`src/hdl/fifo_evicting_id_allowlist_assert.svh`:
```
// Assertion macros for the allowlist block.
`ifndef FIFO_EVICTING_ID_ALLOWLIST_ASSERT_SVH
`define FIFO_EVICTING_ID_ALLOWLIST_ASSERT_SVH

`ifndef SYNTHESIS

// Check a property on every clock edge outside reset.
`define FEAL_ASSERT(lbl, clk, rst_n, prop, msg) \
    lbl: assert property (@(posedge clk) disable iff (!rst_n) prop) else $error(msg);

// Check a property on every clock edge, reset included.
`define FEAL_ASSERT_ALWAYS(lbl, clk, prop, msg) \
    lbl: assert property (@(posedge clk) prop) else $error(msg);

`else

`define FEAL_ASSERT(lbl, clk, rst_n, prop, msg)
`define FEAL_ASSERT_ALWAYS(lbl, clk, prop, msg)

`endif

`endif

```
`src/hdl/feal_pkg.sv`:
```
`default_nettype none

package feal_pkg;

    localparam int LIST_DEPTH_DEF = 64;
    localparam int KEY_BYTES_DEF  = 8;

    localparam logic [1:0] ACT_ADD    = 2'd0;
    localparam logic [1:0] ACT_REMOVE = 2'd1;
    localparam logic [1:0] ACT_CHECK  = 2'd2;
    localparam logic [1:0] ACT_CLEAR  = 2'd3;

    typedef struct packed {
        logic capture;
        logic fire;
        logic add_load;
        logic shift_all;
        logic shift_hit;
    } cell_ctrl_t;

endpackage

`default_nettype wire

```
`src/hdl/feal_cell.sv`:
```
`default_nettype none

module feal_cell #(
    parameter int KEY_W = 64,
    parameter int CNT_W = 7,
    parameter int IDX   = 0
) (
    input  wire                     clk,
    input  wire                     rst_n,
    input  feal_pkg::cell_ctrl_t    ctrl,
    input  wire  [CNT_W-1:0]        cnt,
    input  wire  [KEY_W-1:0]        key,
    input  wire  [KEY_W-1:0]        neighbor_key,
    input  wire                     hit_in,
    output logic [KEY_W-1:0]        stored_key,
    output logic                    hit_out
);

    localparam logic [CNT_W-1:0] MY_IDX = CNT_W'(IDX);

    logic [KEY_W-1:0] key_reg;
    logic             match_reg;
    logic             live;

    assign live       = MY_IDX < cnt;
    assign hit_out    = hit_in | match_reg;
    assign stored_key = key_reg;

    // compare on capture
    always_ff @(posedge clk or negedge rst_n)
    begin
        if (!rst_n)
        begin
            match_reg <= 1'b0;
        end
        else if (ctrl.capture)
        begin
            match_reg <= live && (key_reg == key);
        end
    end

    // shift toward the oldest end, or load the new key
    always_ff @(posedge clk)
    begin
        if (ctrl.fire)
        begin
            if (ctrl.shift_all || (ctrl.shift_hit && hit_out))
            begin
                key_reg <= neighbor_key;
            end
            else if (ctrl.add_load && (cnt == MY_IDX))
            begin
                key_reg <= key;
            end
        end
    end

endmodule

`default_nettype wire

```
`config.mk`:
```
export PLATFORM = sky130hd
export DESIGN_NAME = feal_cell
export DESIGN_NICKNAME = d
export VERILOG_FILES = /design/src/hdl/fifo_evicting_id_allowlist_assert.svh /design/src/hdl/feal_pkg.sv /design/src/hdl/feal_cell.sv
export SDC_FILE = /design/constraint.sdc
export NUM_CORES = 1
export LEC_CHECK = 0
export ABC_AREA = 1
export BUFFER_PORTS_ARGS = -buffer_cell sky130_fd_sc_hd__buf_4
export CAP_MARGIN = 10
export CORE_UTILIZATION = 40
export CTS_BUF_LIST = sky130_fd_sc_hd__clkbuf_4 sky130_fd_sc_hd__clkbuf_8 sky130_fd_sc_hd__clkbuf_16
export DETAILED_ROUTE_END_ITERATION = 10
export GPL_TIMING_DRIVEN = 0
export MAX_ROUTING_LAYER = met4
export PLACE_DENSITY = 0.72
export SLEW_MARGIN = 15
export SYNTH_ARGS = -nofsm -noshare
export SYNTH_HDL_FRONTEND = slang
export SYNTH_SLANG_ARGS = --single-unit
```
`constraint.sdc`:
```
create_clock -name clk -period 8.3 [get_ports clk]
set_clock_uncertainty 0.15 [all_clocks]
set_input_delay 2.49 -clock clk [delete_from_list [all_inputs] [get_ports clk]]
set_output_delay 2.49 -clock clk [all_outputs]
set_load 0.03 [all_outputs]
```
== Word-level counts from Yosys, hierarchy flattened ==
Cells that the tools add are included.

* $add $sub $neg: 0
* Multipliers: 0
* Divide/modulo/power cells: 0
* Order comparisons: 1
* Equality and inequality tests: 1
* Shift operators: 0
* Mux-type cells: 2
* Bitwise logic cells: 1
* Reductions and logical operators: 7

{| class="wikitable"
|+ Operator list
! operator !! count
|-
| $mux W64 || 2
|-
| $eq A64 B64 Y1 || 1
|-
| $logic_not A7 Y1 || 1
|-
| $lt A1 B7 Y1 const A || 1
|-
| $logic_and A1 B1 Y1 || 3
|-
| $reduce_and A2 Y1 || 1
|-
| $reduce_bool A2 Y1 || 1
|-
| $logic_or A1 B1 Y1 || 1
|-
| $or A1 B1 Y1 || 1
|}

* Bits in registers: 65
* Bits in latches: 0
* RAM bits: 0
* Bits in read-only memories: 0
* Bits of input ports: 143
* Output and inout port bits: 65
* Logic and storage cells: 14
* Memories: 0

== Logic depth before layout (Yosys ltp) ==
Gate-level depths: netlist of run 1.

* Depth after elaboration: 5
* Gate-level depth with buffers: 10
* Mapped depth without buffers: 10

== Worst setup path after synthesis of run 1 ==
OpenSTA, ideal clock, no wires.

* Kind: input-to-reg
* From: input port hit_in
* To: register key_reg[0] (netlist: stored_key[0]) (enable)
* Setup time: 585 ps
* Arrival time: 7648 ps
* Data required time: 7565 ps
* Path slack: -83 ps
* Cell stages on the path: 5
* Buffers on the path: 0
* Cell sequence: or2_4 nand2_4 nand2_4 clkinv_1 a21boi_0

* Longest elaborated chain between the ends: 5

{| class="wikitable"
|+ Ends and longest elaborated chain
! what !! line !! RTL
|-
| from (decl) || feal_cell.sv:14 || <nowiki>input wire hit_in,</nowiki>
|-
| $or A1 B1 Y1 || feal_cell.sv:26 || <nowiki>assign hit_out = hit_in | match_reg;</nowiki>
|-
| $logic_and A1 B1 Y1 || feal_cell.sv:47 || <nowiki>if (ctrl.shift_all || (ctrl.shift_hit && hit_out))</nowiki>
|-
| $logic_or A1 B1 Y1 || feal_cell.sv:47 ||
|-
| $reduce_bool A2 Y1 (no line) || -- ||
|-
| $reduce_and A2 Y1 (no line) || -- ||
|-
| to (signal assigned) || feal_cell.sv:49 || <nowiki>key_reg <= neighbor_key;</nowiki>
|-
| to (signal assigned) || feal_cell.sv:53 || <nowiki>key_reg <= key;</nowiki>
|-
| to (decl) || feal_cell.sv:21 || <nowiki>logic [KEY_W-1:0] key_reg;</nowiki>
|}

Every way passes these cells.
A chain may end at the register's enable or synchronous reset.

== Worst setup path after layout of run 1 ==
* From: input port hit_in
* To: output port hit_out

* Longest elaborated chain between the ends: 1

{| class="wikitable"
|+ Ends and longest elaborated chain
! what !! line !! RTL
|-
| $or A1 B1 Y1 || feal_cell.sv:26 ||
|-
| to (decl) || feal_cell.sv:16 || <nowiki>output logic hit_out</nowiki>
|}

Every way passes these cells.

==> results by stage, run 1 <==
Run status:
- The run finished with clean final reports.

Setup path:
- The cell type with the highest occurrence count on the critical path is sky130_fd_sc_hd__buf_4.
- The worst register-to-register path has a setup slack of 6100 ps.
- The worst register-to-register path has a depth of 7.
- The critical path buffer and inverter count is 2.
- The path type of the worst setup path is primary input to primary output.
- The end of the worst register-to-register path is stored_key[23].
- The cell family contributing the most delay on the critical path is buffers and inverters.
- The startpoint of the most critical register-to-register path is match_reg.
- For the worst setup path, the data required time is 5660 ps.
- STA classifies the critical path endpoint as a primary output.
- In this run the worst setup path begins at hit_in.
- The standard cell with the maximum stage delay on the critical path is sky130_fd_sc_hd__or2_4.
- Data on the critical path arrives at its endpoint at 3000 ps.
- The signal on the critical path passes through buf_4 > or2_4 > buf_4.
- The worst setup path is launched from a primary input.
- For this run, the slowest stage of the critical path takes 230 ps.
- Following the worst setup path forward leads to its endpoint at hit_out.
- The worst-path maximum fanout is 2.
- The critical path crosses 3 cells after its start point.

STA:
- Based on the critical path, the design can be clocked at up to between 150 and 200 MHz.
- The final critical path takes up 68.0% of the cycle.
- Setup violations remaining at the end of the flow were counted as 0.
- The final number of hold-violating endpoints is 0.
- Headroom to the max-slew limit came out at 67.1%.
- Setup slack on the critical path of the routed design comes to about 2700 ps.
- The slew at the pin closest to its max-slew limit is 493 ps.
- Setup repair after global routing left no endpoint under its margin.
- The shortest clock period the worst path allows after layout is 5640 ps.
- The number of max-slew violations in the final report came to 0.

Yosys:
- The synthesized netlist net count is just under 700.
- Counting every instance in the synthesized netlist gives 538.
- The mean post-synth cell area is 7.54 µm².
- The register bit total from synthesis is 65.
- Yosys mapped the design onto 22 distinct sky130hd cell types.
- The post-synthesis sequential area ratio is a little under half.
- The synthesized area is 4060 µm².
- The Yosys step of the flow raised 0 warnings.

Place:
- The pre-CTS worst setup slack is 2660 ps.
- During placement, the flow inserted port buffers numbering between 200 and 250.
- The detailed placement HPWL is 9.44 mm.
- Summing all placed instances gives a cell area of 5870 µm².
- The global placement routability congestion is 0.792.

Detailed routing:
- The vias per cell is 4.54.
- The overall via count from detail_route is 4067.
- The wire length reported by the detailed router is 11.7 mm.
- The first-pass iteration count of the detailed router is 4.
- The total DRC errors in the routed layout is 0.
- In the final routed layout, each cell accounts on average for 13.1 µm.
- The initial detailed-routing violation count is 88.
- The count of nets left with antenna violations once routing finished came out at 0.

Finish:
- The number of flip-flops in the largest register is 64.
- Of the cells placed in the final design, the portion with a size suffix greater than 1 is 34.2%.
- The number of nets in the layout is 902.
- Compared with the post-synthesis result, the final layout area differs by 49.2%.
- The finished cells cover 6060 µm².
- The antenna diode count is 0.
- For this run, the share of the core covered by cells in the final layout is 61.7%.

Global route:
- The overall routing resource usage is 23.2%.
- The wire length of the first global-routing pass is 17.9 mm.
- The via count of the first global-routing pass is 3905.
- The number of antenna violations at the first check in global routing came to 0.
- The residual overflow from global routing is 0.
- The pin count of the biggest net entering global routing is 24.

CTS:
- The number of buffers added for setup after CTS is 0.
- The level count of the clock H-tree is 3.
- The longest clock path from root to sink contains 2 buffers.
- The CTS root buffer is sky130_fd_sc_hd__clkbuf_8.
- Clock latency on the worst-skew pair, taken at its later pin, is 330 ps.
- The clock sink count is 65.
- The clock transition at the register clock pins on the worst setup and hold paths after CTS is 70 ps.
- TritonCTS created 9 clock buffers.
- After clock tree synthesis, the repair step resized 0 gates.
- TritonCTS built the clock tree.
- The number of hold buffers added after CTS is 0.

Power:
- The leakage dissipation is approximately 3.2 nW.
- Power spread over the standard cell area amounts to 162 nW/µm².
- In this run, the combinational gates consume 30.0% of the power.
- The switching share of power is 31.2%.
- Of the total power, the clock network draws 26.8%.
- The total design power is around 1 mW.
- The internal power is slightly below 0.7 mW.
- The sequential group share of total power is 43.2%.
- In this run the power spent charging and discharging nets is ~0.3 mW.
- The largest vdd supply drop is 81.7 µV.

Hold path:
- The min-delay analysis places its worst path in the category register to register.

Floorplanning:
- The number of standard-cell rows in the floorplan is 36.
- The standard cell core area is 9820 µm².
- The overall die area is 10600 µm².
- The top-level I/O count is 208.
- In this run the horizontal extent of the chip is 103 µm.
- The initial standard-cell utilization of the core is 41.3%.
- The die is 103 µm tall.

Job:
- The max-capacitance violation count is 0.
==> cells in the final DEF (no fill, tap or decap) <==
master,count
sky130_fd_sc_hd__a21oi_1,1
sky130_fd_sc_hd__or2_2,4
sky130_fd_sc_hd__clkbuf_8,9
sky130_fd_sc_hd__nand4_1,5
sky130_fd_sc_hd__nand3_1,6
sky130_fd_sc_hd__buf_6,9
sky130_fd_sc_hd__o21ai_2,18
sky130_fd_sc_hd__nor3_1,2
sky130_fd_sc_hd__bufinv_16,1
sky130_fd_sc_hd__xnor2_1,13
sky130_fd_sc_hd__nor2_1,33
sky130_fd_sc_hd__o21ai_1,30
sky130_fd_sc_hd__clkinv_2,3
sky130_fd_sc_hd__a21boi_4,1
sky130_fd_sc_hd__or2_4,1
sky130_fd_sc_hd__buf_16,3
sky130_fd_sc_hd__buf_4,208
sky130_fd_sc_hd__nand2_4,2
sky130_fd_sc_hd__clkbuf_4,2
sky130_fd_sc_hd__clkbuf_1,3
sky130_fd_sc_hd__clkinv_1,1
sky130_fd_sc_hd__inv_1,97
sky130_fd_sc_hd__edfxtp_1,64
sky130_fd_sc_hd__o21ai_0,4
sky130_fd_sc_hd__nand2_1,240
sky130_fd_sc_hd__dfrtp_1,1
sky130_fd_sc_hd__xor2_1,2
==> layout make-up <==
| type | instances | area, µm² |
|---|---|---|
| clock buffer | 11 | 139 |
| tap | 133 | 166 |
| sequential | 65 | 1950 |
| clock inverter | 4 | 45.0 |
| inverter | 98 | 368 |
| fill | 924 | 3760 |
| buffer | 13 | 120 |
| timing repair buffer | 210 | 1640 |
| multi-input combinational | 362 | 1640 |
==> power groups by stage <==
| stage | sequential [mW] | combinational, mW | clock, mW |
|---|---|---|---|
| CTS | 0.423 | 0.296 | 0.267 |
| global placement | 0.432 | 0.283 | 0 |
| detailed placement | 0.430 | 0.295 | 0 |
| finish | 0.423 | 0.294 | 0.262 |
| global route | 0.427 | 0.320 | 0.282 |
| floorplan | 0.489 | 0.100 | 0 |
==> worst register-to-register path, cell delays in order (launching register included) <==
cell	delay, ps
sky130_fd_sc_hd__dfrtp_1	350
sky130_fd_sc_hd__or2_4	140
sky130_fd_sc_hd__nand2_4	50
sky130_fd_sc_hd__nand2_4	90
sky130_fd_sc_hd__clkinv_1	260
sky130_fd_sc_hd__a21boi_4	460
sky130_fd_sc_hd__buf_16	220
sky130_fd_sc_hd__buf_16	180
==> how the worst min path moves through the flow <==
stage	startpoint	endpoint	depth (start not counted)
floorplan	match_reg	match_reg	2
global placement	match_reg	match_reg	2
detailed placement	match_reg	match_reg	2
CTS	match_reg	match_reg	2
global route	match_reg	match_reg	2
finish	match_reg	match_reg	2
==> cells by family after synthesis <==
group	after synthesis	share of synthesized area [%]
DFF	65	48.0
xor gates and xnor gates	15	3.24
buffers and inverters	111	12.0
AOI/OAI and AO/OA	54	8.38
and+or+nand+nor	293	28.4
==> metrics by stage <==
step / std cells / TNS (ps) / hold WS [ps]
after CTS: 896 / 0 / 350
after global placement: 878 / -11290 / 327
after detailed placement: 881 / 0 / 329
after floorplan: 538 / 0 / 300
after global routing: 896 / 0 / 384
final: 896 / 0 / 344
==> layer usage <==
metal	wire [µm]	global-route usage [%]
met5	0	-
met4	220	7.58
met3	832	5.83
met2	5780	39.2
met1	4910	27.1
==> cell usage after synthesis <==
cell / n / area [µm²]
sky130_fd_sc_hd__a21oi_1: 1 / 5.00
sky130_fd_sc_hd__buf_6: 9 / 101
sky130_fd_sc_hd__edfxtp_1: 64 / 1920
sky130_fd_sc_hd__o21ai_2: 18 / 158
sky130_fd_sc_hd__xor2_1: 2 / 17.5
sky130_fd_sc_hd__or2_2: 4 / 25.0
sky130_fd_sc_hd__nand2_4: 2 / 22.5
sky130_fd_sc_hd__nor3_1: 2 / 10.0
sky130_fd_sc_hd__xnor2_1: 13 / 114
sky130_fd_sc_hd__nor2_1: 33 / 124
sky130_fd_sc_hd__nand4_1: 5 / 31.3
sky130_fd_sc_hd__nand3_1: 6 / 30.0
sky130_fd_sc_hd__clkbuf_1: 3 / 11.3
sky130_fd_sc_hd__or2_4: 1 / 8.76
sky130_fd_sc_hd__inv_1: 97 / 364
sky130_fd_sc_hd__a21boi_0: 1 / 7.51
sky130_fd_sc_hd__dfrtp_1: 1 / 25.0
sky130_fd_sc_hd__o21ai_1: 30 / 150
sky130_fd_sc_hd__nand2_1: 240 / 901
sky130_fd_sc_hd__clkinv_1: 1 / 3.75
sky130_fd_sc_hd__o21ai_0: 4 / 20.0
sky130_fd_sc_hd__buf_4: 1 / 7.51
(Power assumes the default switching activity.)
==> run 2, diff against run 1 <==
==> constraint.sdc (replaced) <==
create_clock -name clk -period 5.8 [get_ports clk]
set_clock_uncertainty 0.15 [all_clocks]
set_input_delay 1.74 -clock clk [delete_from_list [all_inputs] [get_ports clk]]
set_output_delay 1.74 -clock clk [all_outputs]
set_load 0.03 [all_outputs]
==> run 2 against run 1 <==
Routed wire length is 1.8% higher; via count is 0.59% higher; non-clock buffer count stayed put; hold slack better by 5.8 ps; utilization is 0.18 points lower; sequential share of layout area is 0.093 points higher; global-route usage is 0.18 points higher; power is 40% higher; sequential power is 43% higher; highest routed layer unchanged; critical path depth stayed put.
==> results by stage, run 2 (synthesized netlist as in run 1, its figures left out) <==
Place:
- The pre-CTS worst setup slack came to 1660 ps (was 2660 ps).
- The detailed placement HPWL is 9.43 mm (was 9.44 mm).
- The cell total after placement is 881 (unchanged).
- The quantity of I/O buffers inserted on ports is 207 (unchanged).
- The global placement routability congestion is 0.815 (was 0.792).

Finish:
- The signed area change from the synthesized netlist to the final layout was 48.8% (was 49.2%).
- The ratio of cells with drive above 1 in the final layout came to 34.3% (was 34.2%).
- The non-filler instance count after layout came to 897 (was 896).
- The most common cell after layout, fill and taps aside is sky130_fd_sc_hd__nand2_1 (unchanged).
- The footprint of the flip-flops and latches was 1950 µm² (unchanged).
- The number of flip-flops in the largest register is 64 (unchanged).
- The number of fill cells is 937 (was 924).
- The number of nets in the layout is 902 (unchanged).
- The antenna diode count came to 0 (unchanged).
- The area taken by multi-input logic gates is 1640 µm² (unchanged).
- Most frequent cells in the layout: 240 x sky130_fd_sc_hd__nand2_1, 208 x sky130_fd_sc_hd__buf_4, 97 x sky130_fd_sc_hd__inv_1 (unchanged).

Global route:
- The number of antenna violations at the first check in global routing came to 0 (unchanged).
- The residual overflow from global routing was 0 (unchanged).
- The pin count of the biggest net entering global routing is 23 (was 24).
- The via count of the first global-routing pass was 3948 (was 3905).
- The wire length of the first global-routing pass is 18.0 mm (was 17.9 mm).
- The overall routing resource usage is 23.4% (was 23.2%).

CTS:
- The clock buffer count from CTS was 9 (unchanged).
- The CTS root buffer is sky130_fd_sc_hd__clkbuf_8 (unchanged).
- The number of hold buffers added after CTS is 0 (unchanged).
- The number of buffers added for setup after CTS is 0 (unchanged).
- The clock sink count is 65 (unchanged).
- The clock tree from TritonCTS is done (unchanged).
- The level count of the clock H-tree is 3 (unchanged).
- The total of cells resized after clock tree synthesis came to 0 (unchanged).
- The clock transition at the register clock pins on the worst setup and hold paths after CTS is 70 ps (about the same).
- The clock latency reported for the late side of the worst-skew pair is 340 ps (was 330 ps).
- The maximum buffer depth of the clock tree is 2 (unchanged).

STA:
- The slew at the pin closest to its max-slew limit came to 499 ps (was 493 ps).
- The number of max-slew violations in the final report is 0 (unchanged).
- The worst path setup slack after routing is 1650 ps (was 2660 ps).
- Subtracting the final worst setup slack from the clock period gives 4150 ps.
- The top achievable clock speed is 241 MHz.
- RSZ-0062 raised after global routing: false (unchanged).
- The setup TNS after final layout came to 0 ps (unchanged).
- The number of endpoints failing setup at the final stage is 0 (unchanged).
- The final number of hold-violating endpoints was 0 (unchanged).
- The max-slew headroom at the worst pin was 66.7% (was 67.1%).
- Of the available clock period, the critical path in the final layout requires 71.5%.

Detailed routing:
- The mean routed wirelength per cell is 13.3 µm (was 13.1 µm).
- The initial detailed-routing violation count was 103 (was 88).
- The total DRC errors in the routed layout is 0 (unchanged).
- The vias per cell came to 4.56 (was 4.54).
- The first-pass iteration count of the detailed router was 4 (unchanged).
- The wire length reported by the detailed router is 12.0 mm (was 11.7 mm).
- The overall via count from detail_route is 4091 (was 4067).
- The number of antenna-violating nets in the routed design was 0 (unchanged).

Setup path:
- The path type of the worst setup path was primary input to primary output (unchanged).
- The worst setup path startpoint is hit_in (unchanged).
- The data arrival time at the worst-slack endpoint was 2260 ps (was 3000 ps).
- The capturing element type of the critical path is a primary output (unchanged).
- The startpoint of the most critical register-to-register path is match_reg (unchanged).
- The end of the worst register-to-register path is stored_key[23] (unchanged).
- The endpoint of the worst setup timing path is hit_out (unchanged).
- The length in cells of the worst reg-to-reg path was 7 (unchanged).
- The category of the worst setup path launch point is a primary input (unchanged).
- The worst-path maximum fanout came to 2 (unchanged).
- The required arrival time at the worst endpoint came to 3910 ps (was 5660 ps).
- The register-to-register path setup slack came to 3700 ps (was 6100 ps).

Job:
- The max-capacitance violation count was 0 (unchanged).

Power:
- The total power density per cell area is 226 nW/µm² (was 162 nW/µm²).
- The leakage dissipation was 3.19 nW (was 3.20 nW).
- The largest vdd supply drop came to 175 µV (was 81.7 µV).

Floorplanning:
- The standard cell core area is 9820 µm² (unchanged).
- The top-level I/O count was 208 (unchanged).
- The die extent in x is 103 µm (unchanged).
- The overall die area is 10600 µm² (unchanged).
- The number of standard-cell rows in the floorplan came to 36 (unchanged).
- The die outline height was 103 µm (unchanged).
- The initial standard-cell utilization of the core came to 41.3% (unchanged).

Run status:
- Status: finished, final reports clean (unchanged).

Hold path:
- The class of the tightest hold or removal check is register to register (unchanged).
-- run 2: where the power goes --
group / total [mW] / internal, mW / switching [mW]
sequential: 0.606 / 0.573 / 0.0335
combinational: 0.421 / 0.187 / 0.234
clock: 0.340 / 0.157 / 0.183
total: 1.37 / 0.916 / 0.450
-- run 2: how the worst min path moves through the flow --
stage | start | to | slack (ps) | cells after the start
2_1_floorplan | match_reg | match_reg | 300 | 2
3_3_place_gp | match_reg | match_reg | 330 | 2
3_5_place_dp | match_reg | match_reg | 330 | 2
4_1_cts | match_reg | match_reg | 350 | 2
5_1_grt | match_reg | match_reg | 390 | 2
6_report | match_reg | match_reg | 350 | 2
-- run 2: through the flow --
step           power (mW)  hold slack (ps)  area (µm²)  util, %
2_1_floorplan       0.842              300        4060        -
3_3_place_gp         1.02              329        5780     58.9
3_5_place_dp         1.04              329        5870     59.8
4_1_cts              1.38              347        6040     61.5
5_1_grt              1.44              385        6040     61.5
6_report             1.37              349        6040     61.5
-- run 2: area by class of cell --
cell class                      instances  area share (%)
Buffer                                 13            1.99
Inverter                               98            6.09
Clock buffer                           10            2.18
Multi-Input combinational cell        362            27.1
Clock inverter                          6           0.580
Sequential cell                        65            32.2
Tap cell                              133            2.76
Timing Repair Buffer                  210            27.1
-- run 2: critical path, stage by stage --
cell and delay (ps):
sky130_fd_sc_hd__buf_4 110, sky130_fd_sc_hd__or2_4 240, sky130_fd_sc_hd__buf_4 170
-- run 2: per-layer routing --
layer	global-route usage [%]	vias to the layer above	wire, µm
met5	-	-	0
met4	10.7	0	376
met3	4.54	34	692
met2	38.8	158	5890
met1	27.6	1804	4990
li1	-	2095	-
